File: config.mk
export PLATFORM = sky130hd
export DESIGN_NAME = mrrbd_decode
export DESIGN_NICKNAME = d
export VERILOG_FILES = /design/src/hw/rtl/mrrbd_pkg.sv /design/src/hw/rtl/mrrbd_decode.sv
export SDC_FILE = /design/constraint.sdc
export NUM_CORES = 1
export LEC_CHECK = 0
export ABC_CLOCK_PERIOD_IN_PS = 7910
export BUFFER_PORTS_ARGS = -buffer_cell sky130_fd_sc_hd__buf_4
export CAP_MARGIN = 20
export CORE_MARGIN = 4
export CORE_UTILIZATION = 57
export DETAILED_ROUTE_END_ITERATION = 16
export GPL_ROUTABILITY_DRIVEN = 1
export GPL_TIMING_DRIVEN = 0
export PLACE_DENSITY = 0.95
export SLEW_MARGIN = 20
export SYNTH_ARGS = -nofsm -noshare
export SYNTH_HDL_FRONTEND = slang
export SYNTH_SLANG_ARGS = --single-unit
export TNS_END_PERCENT = 30
File: constraint.sdc
create_clock -name vclk -period 7.91
set_clock_uncertainty 0.05 [all_clocks]
set_input_delay 1.582 -clock vclk [all_inputs]
set_output_delay 1.582 -clock vclk [all_outputs]
set_load 0.01 [all_outputs]
File: src/hw/rtl/mrrbd_pkg.sv
// Shared types and constants for the mirrored RAM / ROM bus decoder.
// Depends on nothing; every other file of the block but mrrbd_byte_ram imports it.
package mrrbd_pkg;

  // Memory geometry and window bases.
  localparam int unsigned RAM_BYTES = 65536;
  localparam int unsigned ROM_BYTES = 65536;
  localparam int unsigned RAM_AW    = $clog2(RAM_BYTES);
  localparam int unsigned ROM_AW    = $clog2(ROM_BYTES);

  localparam logic [32:0] CACHED_BASE   = 33'h0_8000_0000;
  localparam logic [32:0] UNCACHED_BASE = 33'h0_C000_0000;
  localparam logic [32:0] ROM_BASE      = 33'h0_FFF0_0000;
  localparam logic [32:0] RAM_SIZE_MAX  = 33'(RAM_BYTES);
  localparam logic [32:0] ROM_SIZE_MAX  = 33'(ROM_BYTES);

  // Reservations are tracked per 32-byte granule.
  localparam logic [31:0] GRANULE_MASK = 32'hFFFF_FFE0;

  // Width of the size registers.
  localparam int unsigned CFG_W = 17;

  // Register index of each size register (byte address bit 2).
  localparam logic REG_RAM_BYTES = 1'b0;
  localparam logic REG_ROM_BYTES = 1'b1;

  // Transaction kinds.
  localparam logic [1:0] ACT_READ     = 2'd0;
  localparam logic [1:0] ACT_WRITE    = 2'd1;
  localparam logic [1:0] ACT_RESERVE  = 2'd2;
  localparam logic [1:0] ACT_ROM_LOAD = 2'd3;

  // Result source codes.
  localparam logic [1:0] SRC_RAM    = 2'd0;
  localparam logic [1:0] SRC_ROM    = 2'd1;
  localparam logic [1:0] SRC_DEVICE = 2'd2;
  localparam logic [1:0] SRC_NONE   = 2'd3;

  // Address decode outcome handed from the decoder to the sequencer.
  typedef struct packed {
    logic              ram_ok;
    logic [RAM_AW-1:0] ram_off;
    logic              rom_ok;
    logic [ROM_AW-1:0] rom_off;
    logic              load_ok;
    logic [ROM_AW-1:0] load_off;
  } dec_t;

endpackage

File: src/hw/rtl/mrrbd_decode.sv
// Window decoder: checks the three RAM aliases, the ROM window and the ROM load range.
// Depends on mrrbd_pkg for bases, sizes and the decode struct.
module mrrbd_decode (
  input  logic [31:0]                 addr_i,
  input  logic [1:0]                  size_code_i,
  input  logic [mrrbd_pkg::CFG_W-1:0] ram_cfg_i,
  input  logic [mrrbd_pkg::CFG_W-1:0] rom_cfg_i,
  output mrrbd_pkg::dec_t             dec_o
);
  import mrrbd_pkg::*;

  typedef struct packed {
    logic        hit;
    logic        fit;
    logic [32:0] off;
  } win_t;

  // Checks whether the access starts in [base, base+size) and fits in it.
  function automatic win_t window(input logic [31:0] addr, input logic [32:0] base,
                                  input logic [32:0] size, input logic [32:0] need);
    win_t w;
    logic [32:0] a;
    a     = {1'b0, addr};
    w.off = a - base;
    w.hit = (a >= base) && (w.off < size);
    w.fit = w.hit && ((w.off + need) <= size);
    return w;
  endfunction

  logic [32:0] need;
  logic [32:0] ram_sz;
  logic [32:0] rom_sz;
  win_t        w_cached;
  win_t        w_uncached;
  win_t        w_low;
  win_t        w_rom;
  logic [31:0] load_ofs;

  // Clamp the configured sizes to the physical stores.
  assign need   = 33'd1 << size_code_i;
  assign ram_sz = (33'(ram_cfg_i) > RAM_SIZE_MAX) ? RAM_SIZE_MAX : 33'(ram_cfg_i);
  assign rom_sz = (33'(rom_cfg_i) > ROM_SIZE_MAX) ? ROM_SIZE_MAX : 33'(rom_cfg_i);

  assign w_cached   = window(addr_i, CACHED_BASE, ram_sz, need);
  assign w_uncached = window(addr_i, UNCACHED_BASE, ram_sz, need);
  assign w_low      = window(addr_i, 33'd0, ram_sz, need);
  assign w_rom      = window(addr_i, ROM_BASE, rom_sz, need);

  // The ROM load offset wraps modulo 2^32.
  assign load_ofs = addr_i - ROM_BASE[31:0];

  // The first alias that holds the start address decides the RAM outcome.
  always_comb begin
    dec_o = '0;
    if (w_cached.hit) begin
      dec_o.ram_ok  = w_cached.fit;
      dec_o.ram_off = w_cached.off[RAM_AW-1:0];
    end else if (w_uncached.hit) begin
      dec_o.ram_ok  = w_uncached.fit;
      dec_o.ram_off = w_uncached.off[RAM_AW-1:0];
    end else if (w_low.hit) begin
      dec_o.ram_ok  = w_low.fit;
      dec_o.ram_off = w_low.off[RAM_AW-1:0];
    end
    dec_o.rom_ok   = w_rom.fit;
    dec_o.rom_off  = w_rom.off[ROM_AW-1:0];
    dec_o.load_ok  = (33'(load_ofs) < ROM_SIZE_MAX);
    dec_o.load_off = load_ofs[ROM_AW-1:0];
  end

endmodule

==> metrics.md, run 1 <==
| Metric | Value |
|---|---|
| Outcome | `finished clean` |
| Io pins | `119` |
| Fin. Hold Viols | `0` |
| Worst-margin pin slew | `between 0.6 and 0.7 ns` |
| Mapped Nets | `a little under 600` |
| Post-route ant nets | `0` |
| Net Switching | `approximately 0.00012 W` |
| Layout clock buffers | `0` |
| Hold_buf cts | `0` |
| Vias post-DR | `about 3800` |
| Hold Slack | `approximately 3.4 ns` |
| Row count | `26` |
| VDD IR max | `approximately 30 uV` |
| Slew HR | `0.578` |
| Part of the power in registers | `0` |
| Global Route Usage Sum | `0.301` |
| Initial antenna violation count | `0` |
| Nets | `between 600 and 700` |
| Post-CTS Resized | `0` |
| CP Launch Point | `size_code_i[1]` |
| Via-to-Cell Ratio | `between 6 and 7` |
| Drt first pass iters | `5` |
| Critical path's top delay family | `compound AO/OA/AOI/OAI gates` |
| Layout cells sized above 1 | `0.291` |
| Static Leak | `roughly 2.0 nW` |
| Logic pwr share | `1.000` |
| Max Freq | `~0.14 GHz` |
| Beginning of the worst hold path | `addr_i[0]` |
| Crit. End Element | `primary output` |
| Tcrit/Tclk final | `0.877` |
| Clock share of power | `0` |
| Worst path bufs/invs | `4` |
| Fin util | `0.782` |
| DRC Markers | `0` |
| Worst EP required | `about 6.3 ns` |
| Synth Warn # | `0` |
| IO buf count | `115` |
| Max FO, Critical Path | `4` |
| Grt total ovfl | `0` |
| P_int | `roughly 0.00011 W` |
| Die area | `approximately 0.0067 mm^2` |
| Finished Cell Area | `0.00407 mm^2` |
| Area of placed instances | `approximately 0.004 mm^2` |
| Post-Syn Area | `0.00312 mm^2` |
| Num sequential | `0` |
| Tmin final | `6.94 ns` |
| Mapped Cells | `between 400 and 500` |
| Worst-path cell chain | `buf_4 -> nor2_1 -> ha_1 -> inv_1 -> fa_1 -> nor2b_1 -> o21a_1 -> o21ai_0 -> inv_1 -> and3_1 -> xor2_1 -> ha_1 -> a21o_1 -> a21o_1 -> a21oi_1 -> o211ai_1 -> o21ai_0 -> nand4b_1 -> a221oi_2 -> buf_4` |
| Sequential share of the synthesized area | `0` |
| Routed WL per cell | `around 16 um` |
| FF+latch area | `0 um^2` |
| Drt initial violations | `between 200 and 250` |
| Non-Filler Instances | `roughly 620` |
| Setup Fix Bufs, Post-CTS | `0` |
| Final TNS setup | `0 ns` |
| Unrepaired setup endpoints after global routing | `no` |
| Core Box Area | `0.00520 mm^2` |
| Largest net degree at the start of global routing | `11` |
| Antenna fix cells | `0` |
| Effective utilization at floorplan | `0.600` |
| WS Path Type | `input pin to primary output` |
| Slowest stage cell, crit path | `fa_1` |
| Power Dens Cells | `between 50 and 60 mW/mm^2` |
| Largest stage delay, worst path | `roughly 0.4 ns` |
| Die W | `between 80 and 90 um` |
| Inst Count DP | `around 620` |
| Die Ht | `approximately 82 um` |
| Max-cap violations | `0` |
| Netlist cell types | `53` |
| Nature of the critical path startpoint | `input pin` |
| Final setup vio count | `0` |
| HP Class | `input pin to primary output` |
| Post-Route WL | `roughly 10 mm` |
| Slew Limit Fails | `0` |
| Post-DP HPWL | `around 8.9 mm` |
| First-pass GRT wire length | `16.5 mm` |
| Worst EP arrival | `5.31 ns` |
| Switching share of total power | `0.524` |
| GPL Wtd Cong | `between 0.9 and 1` |
| Syn Area/Cell | `roughly 7.2 um^2` |
| Area Growth Syn to Fin | `30.5%` |
| Vias in the first global route | `3735` |
-- routing by layer --
| layer | vias to the layer above | global-route usage | share of wire |
|---|---|---|---|
| li1 | 1807 | - | - |
| met1 | 1706 | 0.339 | 0.39 |
| met2 | 215 | 0.585 | 0.49 |
| met3 | 45 | 0.0285 | 0.082 |
| met4 | 0 | 0.0914 | 0.038 |
| met5 | - | 0 | 0 |
-- power groups by stage --
stage                     combinational (W)  sequential [W]  clock [W]
after detailed placement           0.000220               0          0
after CTS                          0.000221               0          0
after global routing               0.000248               0          0
final                              0.000225               0          0
after floorplan                    0.000129               0          0
after global placement             0.000206               0          0
-- final timing paths --
| path | endpoint | slack [ns] | depth (start not counted) |
|---|---|---|---|
| setup / recovery | dec_o[50] | 0.97 | 20 |
| hold / removal | dec_o[17] | 3.41 | 3 |
-- placed cells by master, fill, tap and decap left out, drive strengths merged, types with 2 or more instances in the layout --
cell / Yosys / layout
a2111oi: 3 / 3
a211oi: 4 / 4
a21o: 19 / 19
a21oi: 24 / 24
a311oi: 2 / 2
a31oi: 3 / 3
and2: 17 / 17
and3: 4 / 4
and4: 3 / 3
buf: 36 / 151
clkbuf: 3 / 3
ha: 78 / 78
inv: 17 / 17
nand2: 51 / 51
nand2b: 4 / 4
nand3: 19 / 19
nand4: 19 / 19
nor2: 21 / 21
nor2b: 7 / 7
nor3: 11 / 11
nor4: 14 / 14
o211ai: 3 / 3
o21a: 3 / 3
o21ai: 23 / 23
o21bai: 2 / 2
or2: 2 / 2
or3: 5 / 5
or4: 2 / 2
xnor2: 11 / 11
xor2: 9 / 9
-- through the flow --
| stage | power, W | worst slack, ns |
|---|---|---|
| CTS | 0.000221 | 1.03 |
| finish | 0.000225 | 0.972 |
| detailed placement | 0.000220 | 1.05 |
| global route | 0.000248 | 0.627 |
| floorplan | 0.000129 | 1.82 |
| global placement | 0.000206 | 1.13 |
-- cell usage after synthesis (all sizes together) (3+ instances only) --
cell type	n	share of area
a2111oi	3	0.0084
a211oi	4	0.011
a21o	19	0.046
a21oi	24	0.038
a31oi	3	0.0060
and2	17	0.034
and3	4	0.0080
and4	3	0.0084
buf	36	0.086
clkbuf	3	0.0036
ha	78	0.31
inv	17	0.020
nand2	51	0.061
nand2b	4	0.0080
nand3	19	0.032
nand4	19	0.038
nor2	21	0.025
nor2b	7	0.014
nor3	11	0.019
nor4	14	0.033
o211ai	3	0.0072
o21a	3	0.0072
o21ai	23	0.037
or3	5	0.012
xnor2	11	0.031
xor2	9	0.025
-- final cells by class --
| class | count | area [um^2] |
|---|---|---|
| Timing Repair Buffer | 115 | 863 |
| Tap cell | 70 | 87.6 |
| Buffer | 39 | 280 |
| Inverter | 18 | 67.6 |
| Fill cell | 390 | 1130 |
| Multi-Input combinational cell | 377 | 2770 |
-- cells by family after synthesis --
logic type / after synthesis / share of synthesized area
and+or+nand+nor: 182 / 0.311
xor gates and xnor gates: 20 / 0.0561
muxes: 2 / 0.00681
buffers and inverters: 57 / 0.111
adders and majority gates: 79 / 0.319
AOI/OAI and AO/OA: 94 / 0.196
Note: power is estimated with default switching activity, not from simulation.
==> run 2: changes to the inputs <==
--- a/config.mk
+++ b/config.mk
@@ -14,6 +14,7 @@
 export GPL_ROUTABILITY_DRIVEN = 1
 export GPL_TIMING_DRIVEN = 0
 export PLACE_DENSITY = 0.95
+export REMOVE_ABC_BUFFERS = 1
 export SLEW_MARGIN = 20
 export SYNTH_ARGS = -nofsm -noshare
 export SYNTH_HDL_FRONTEND = slang
==> run 2 against run 1 <==
Largest power group unchanged. Power fell by 6.1%. Routed wire length shrank 2.9%. Non-clock buffer count is 35 lower. Global-route usage fell by 0.70 points. Final area shrank 6.1%. Largest cell class unchanged. Critical path type unchanged. Combinational power decreased by 6%.
==> metrics.md, run 2 (synthesis gave the netlist of run 1 again) <==
| Metric | Value |
|---|---|
| Outcome | `finished clean` |
| Effective utilization at floorplan | `0.600 (unchanged)` |
| Worst-margin pin slew | `0.695 ns (+0.0788 ns)` |
| Vias in the first global route | `3535 (-5.4%)` |
| Setup Fix Bufs, Post-CTS | `0 (unchanged)` |
| Final setup margin | `0.702 ns (-0.270 ns)` |
| FF+latch area | `0 um^2 (unchanged)` |
| Vias post-DR | `3624 (-3.9%)` |
| Overall Power | `0.000211 W (-6.1%)` |
| Crit path depth | `18 (-10%)` |
| Fillcell total | `449 (+15%)` |
| Unrepaired setup endpoints after global routing | `no` |
| Commonest non-fill, non-tap cell in the layout | `buf_4` |
| Tcrit/Tclk final | `0.911 (+0.0341)` |
| Routed WL per cell | `17.0 um (+3.0%)` |
| Nets | `663 (-5.0%)` |
| IO buf count | `119 (+3.5%)` |
| Placement Setup Slack | `0.801 ns (-0.252 ns)` |
| Row count | `26 (unchanged)` |
| Crit. End Element | `primary output` |
| Leading cell types in the layout, fill and taps excluded | `119 x buf_4, 78 x ha_1, 51 x nand2_1` |
| Tmin final | `7.21 ns (+0.270 ns)` |
| Max-cap violations | `0 (unchanged)` |
| Critical path's top delay family | `compound AO/OA/AOI/OAI gates` |
| Area of placed instances | `0.00382 mm^2 (-6.1%)` |
| Io pins | `119 (unchanged)` |
| Largest net degree at the start of global routing | `14 (+3)` |
| WS Path Type | `input pin to primary output` |
| Inst Count DP | `584 (-5.7%)` |
| Slowest stage cell, crit path | `o21ai_0` |
| Die area | `0.00672 mm^2 (unchanged)` |
| Worst-path cell chain | `buf_4 -> nor2b_1 -> ha_1 -> nor2b_1 -> o21a_1 -> o21ai_0 -> inv_1 -> and3_1 -> xor2_1 -> ha_1 -> a21o_1 -> a21o_1 -> a21oi_1 -> o211ai_1 -> o21ai_0 -> nand4b_1 -> a221oi_2 -> buf_4` |
| Worst EP required | `6.28 ns (about the same)` |
| Largest stage delay, worst path | `0.56 ns (+0.16 ns)` |
| Area of the multi-input gates | `0.00277 mm^2 (unchanged)` |
| DRC Markers | `0 (unchanged)` |
| Final TNS setup | `0 ns (unchanged)` |
| Grt total ovfl | `0 (unchanged)` |
| Num sequential | `0 (unchanged)` |
| Final setup vio count | `0 (unchanged)` |
| Drt initial violations | `279 (+29%)` |
| Area Growth Syn to Fin | `22.4%` |
| Post-CTS Resized | `0 (unchanged)` |
| Hold_buf cts | `0 (unchanged)` |
| Antenna fix cells | `0 (unchanged)` |
| Max Freq | `0.139 GHz (-3.7%)` |
| Initial antenna violation count | `0 (unchanged)` |
| Static Leak | `1.88 nW (-7.7%)` |
| Via-to-Cell Ratio | `6.21 (+1.8%)` |
| Finished Cell Area | `0.00382 mm^2 (-6.1%)` |
| Die Ht | `82.0 um (unchanged)` |
| Post-DP HPWL | `8.56 mm (-3.3%)` |
| Max FO, Critical Path | `4 (unchanged)` |
| Slew Limit Fails | `0 (unchanged)` |
| Global Route Usage Sum | `0.294 (-0.00701)` |
| Drt first pass iters | `5 (unchanged)` |
| Power Dens Cells | `55.2 mW/mm^2 (about the same)` |
| Die W | `82.0 um (unchanged)` |
| Layout clock buffers | `0 (unchanged)` |
| Slew HR | `0.531 (-0.0468)` |
| Non-Filler Instances | `584 (-5.7%)` |
| Nature of the critical path startpoint | `input pin` |
| Post-Route WL | `9.91 mm (-2.9%)` |
| Post-route ant nets | `0 (unchanged)` |
| Fin. Hold Viols | `0 (unchanged)` |
| First-pass GRT wire length | `15.9 mm (-3.8%)` |
| Hold Path Depth | `2 (-1)` |
| Core Box Area | `0.00520 mm^2 (unchanged)` |
| Worst path bufs/invs | `3 (-1)` |
| HP Class | `input pin to primary output` |
| Layout cells sized above 1 | `0.249 (-0.0424)` |
| VDD IR max | `31.5 uV (+6.7%)` |
| Worst EP arrival | `5.58 ns (+0.27 ns)` |
| GPL Wtd Cong | `0.952 (+4.1%)` |
-- run 2: final timing paths --
path / start / end / slack [ns]
worst max-delay path: size_code_i[1] / dec_o[50] / 0.70
worst min-delay path: addr_i[0] / dec_o[17] / 3.33
-- run 2: layout make-up --
| type | instances | share of cell area |
|---|---|---|
| Inverter | 18 | 0.0177 |
| Multi-Input combinational cell | 377 | 0.726 |
| Tap cell | 70 | 0.0229 |
| Timing Repair Buffer | 119 | 0.234 |
-- run 2: metal layers --
layer / share of wire / global-route usage
met5: 0 / 0
met4: 0.029 / 0.0880
met3: 0.096 / 0.0373
met2: 0.47 / 0.536
met1: 0.40 / 0.353
-- run 2: report_power, final --
group | leakage [nW] | internal (W) | switching, W | total (W)
Combinational | 1.88 | 0.0000970 | 0.000114 | 0.000211
Sequential | 0 | 0 | 0 | 0
Clock | 0 | 0 | 0 | 0
Total | 1.88 | 0.0000970 | 0.000114 | 0.000211
-- run 2: per-stage QoR --
stage,hold slack (ns),util
5_1_grt,3.34,0.734
4_1_cts,3.33,0.734
3_3_place_gp,3.33,0.734
3_5_place_dp,3.33,0.734
2_1_floorplan,3.11,-
6_report,3.33,0.734
==> run 3: changes to the inputs <==
--- a/config.mk
+++ b/config.mk
@@ -5,11 +5,11 @@
 export SDC_FILE = /design/constraint.sdc
 export NUM_CORES = 1
 export LEC_CHECK = 0
-export ABC_CLOCK_PERIOD_IN_PS = 7910
+export ABC_CLOCK_PERIOD_IN_PS = 7500
 export BUFFER_PORTS_ARGS = -buffer_cell sky130_fd_sc_hd__buf_4
 export CAP_MARGIN = 20
 export CORE_MARGIN = 4
-export CORE_UTILIZATION = 57
+export CORE_UTILIZATION = 53
 export DETAILED_ROUTE_END_ITERATION = 16
 export GPL_ROUTABILITY_DRIVEN = 1
 export GPL_TIMING_DRIVEN = 0
==> constraint.sdc (replaced) <==
create_clock -name vclk -period 7.5
set_clock_uncertainty 0.05 [all_clocks]
set_input_delay 1.5 -clock vclk [all_inputs]
set_output_delay 1.5 -clock vclk [all_outputs]
set_load 0.01 [all_outputs]
==> run 3 against run 2 <==
Via count grew 0.72%. Final area hardly changed. Routed wire length rose by 1.0%. Die area grew 6.8%. Worst setup slack lost 0.12 ns. Combinational power increased by 6%.
==> metrics.md, run 3 (synthesis gave the netlist of run 1 again) <==
| Metric | Value |
|---|---|
| Outcome | `finished clean` |
| WS Path Type | `input pin to primary output` |
| Leading cell types in the layout, fill and taps excluded | `119 x buf_4, 78 x ha_1, 51 x nand2_1` |
| VDD IR max | `29.4 uV (-6.6%)` |
| Crit. End Element | `primary output` |
| Unrepaired setup endpoints after global routing | `no` |
| Num sequential | `0 (unchanged)` |
| Worst EP required | `5.95 ns (-0.33 ns)` |
| Clock share of power | `0 (unchanged)` |
| Grt total ovfl | `0 (unchanged)` |
| HP Class | `input pin to primary output` |
| Setup Fix Bufs, Post-CTS | `0 (unchanged)` |
| Fillcell total | `478 (+6.5%)` |
| P_int | `0.000102 W (+5.5%)` |
| Max FO, Critical Path | `4 (unchanged)` |
| Worst-margin pin slew | `0.661 ns (-0.0347 ns)` |
| Max-cap violations | `0 (unchanged)` |
| Antenna fix cells | `0 (unchanged)` |
| Tmin final | `6.92 ns` |
| Row count | `27 (+3.8%)` |
| Largest stage delay, worst path | `0.54 ns (-0.02 ns)` |
| Vias in the first global route | `3612 (+2.2%)` |
| Worst EP arrival | `5.37 ns (-0.21 ns)` |
| Global Route Usage Sum | `0.266 (-0.0276)` |
| Placement Setup Slack | `0.693 ns (-0.108 ns)` |
| DRC Markers | `0 (unchanged)` |
| Hold Path Depth | `2 (unchanged)` |
| Initial antenna violation count | `0 (unchanged)` |
| IO buf count | `119 (unchanged)` |
| Nets | `663 (unchanged)` |
| Inst Count DP | `586 (+0.34%)` |
| Final setup margin | `0.585 ns (-0.117 ns)` |
| Switching share of total power | `0.541 (+0.00150)` |
| Slew Limit Fails | `0 (unchanged)` |
| FF+latch area | `0 um^2 (unchanged)` |
| Layout cells sized above 1 | `0.249 (unchanged)` |
| Part of the power in registers | `0 (unchanged)` |
| Power Dens Cells | `58.4 mW/mm^2 (+5.8%)` |
| Die area | `0.00718 mm^2 (+6.8%)` |
| Max Freq | `0.145 GHz` |
| Layout clock buffers | `0 (unchanged)` |
| Area of the multi-input gates | `0.00277 mm^2 (unchanged)` |
| GPL Wtd Cong | `0.977 (+2.6%)` |
| Nature of the critical path startpoint | `input pin` |
| Core Box Area | `0.00561 mm^2 (+7.7%)` |
| Hold_buf cts | `0 (unchanged)` |
| Overall Power | `0.000223 W (+5.9%)` |
| First-pass GRT wire length | `16.3 mm (+2.6%)` |
| Post-route ant nets | `0 (unchanged)` |
| Fin. Hold Viols | `0 (unchanged)` |
| Final TNS setup | `0 ns (unchanged)` |
| Final setup vio count | `0 (unchanged)` |
| Worst-path cell chain | `buf_4 -> nor2b_1 -> ha_1 -> nor2b_1 -> o21a_1 -> o21ai_0 -> inv_1 -> and3_1 -> xor2_1 -> ha_1 -> a21o_1 -> a21o_1 -> a21oi_1 -> o211ai_1 -> o21ai_0 -> nand4b_1 -> a221oi_2 -> buf_4` |
| Post-CTS Resized | `0 (unchanged)` |
| Area Growth Syn to Fin | `22.5% (about the same)` |
| Net Switching | `0.000121 W (+6.2%)` |
| Largest net degree at the start of global routing | `14 (unchanged)` |
| Non-Filler Instances | `586 (+0.34%)` |
| Post-DP HPWL | `8.66 mm (+1.1%)` |
| Tcrit/Tclk final | `0.922` |
| Post-Route WL | `10.0 mm (+1.0%)` |
| Drt first pass iters | `5 (unchanged)` |
| Drt initial violations | `347 (+24%)` |
| Io pins | `119 (unchanged)` |
| Die W | `84.7 um (+3.3%)` |
| Static Leak | `1.88 nW (unchanged)` |
| Commonest non-fill, non-tap cell in the layout | `buf_4` |
| Slowest stage cell, crit path | `o21ai_0` |
| Routed WL per cell | `17.1 um (+0.70%)` |
| Logic pwr share | `1.000 (about the same)` |
| Via-to-Cell Ratio | `6.23 (+0.37%)` |
| Vias post-DR | `3650 (+0.72%)` |
| Slew HR | `0.555 (+0.0234)` |
| Effective utilization at floorplan | `0.557 (-0.0431)` |
| Die Ht | `84.7 um (+3.3%)` |
==> run 3: cell counts in the layout (fill, tap and decap cells not counted) <==
Identical to the previous run, type by type.
==> run 3: final timing paths <==
check                          start        end  slack (ns)
worst max-delay path  size_code_i[1]  dec_o[50]        0.58
worst min-delay path       addr_i[0]   dec_o[0]        3.16
==> run 3: layout make-up <==
cell class                 instances  share of cell area
inverter                          18              0.0177
multi-input combinational        377               0.725
tap                               72              0.0236
timing repair buffer             119               0.234
==> run 3: power groups by stage <==
stage,combinational (W),clock (W),sequential [W]
after global placement,0.000206,0,0
after detailed placement,0.000218,0,0
after global routing,0.000247,0,0
after CTS,0.000220,0,0
final,0.000223,0,0
after floorplan,0.000115,0,0
==> run 3: stage by stage <==
stage	hold slack [ns]	area, um^2	utilization
2_1_floorplan	2.95	2840	-
4_1_cts	3.16	3820	0.682
3_5_place_dp	3.16	3820	0.682
3_3_place_gp	3.16	3820	0.682
6_report	3.16	3820	0.682
5_1_grt	3.16	3820	0.682
==> run 3: per-layer routing <==
layer  routed length (um)  track usage  share of wire
met5                    0            0              0
met2                 4830        0.477           0.48
met4                  248       0.0777          0.025
met3                  933       0.0304          0.093
met1                 4010        0.331           0.40
==> run 3: critical path: cells and delay by family <==
kind / cells / cell delay [ns]
XOR/XNOR: 1 / 0.24
AO/OA/AOI/OAI: 8 / 1.92
AND/OR/NAND/NOR: 4 / 0.63
buffers and inverters: 3 / 0.43
adder cells (fa/ha/maj): 2 / 0.63
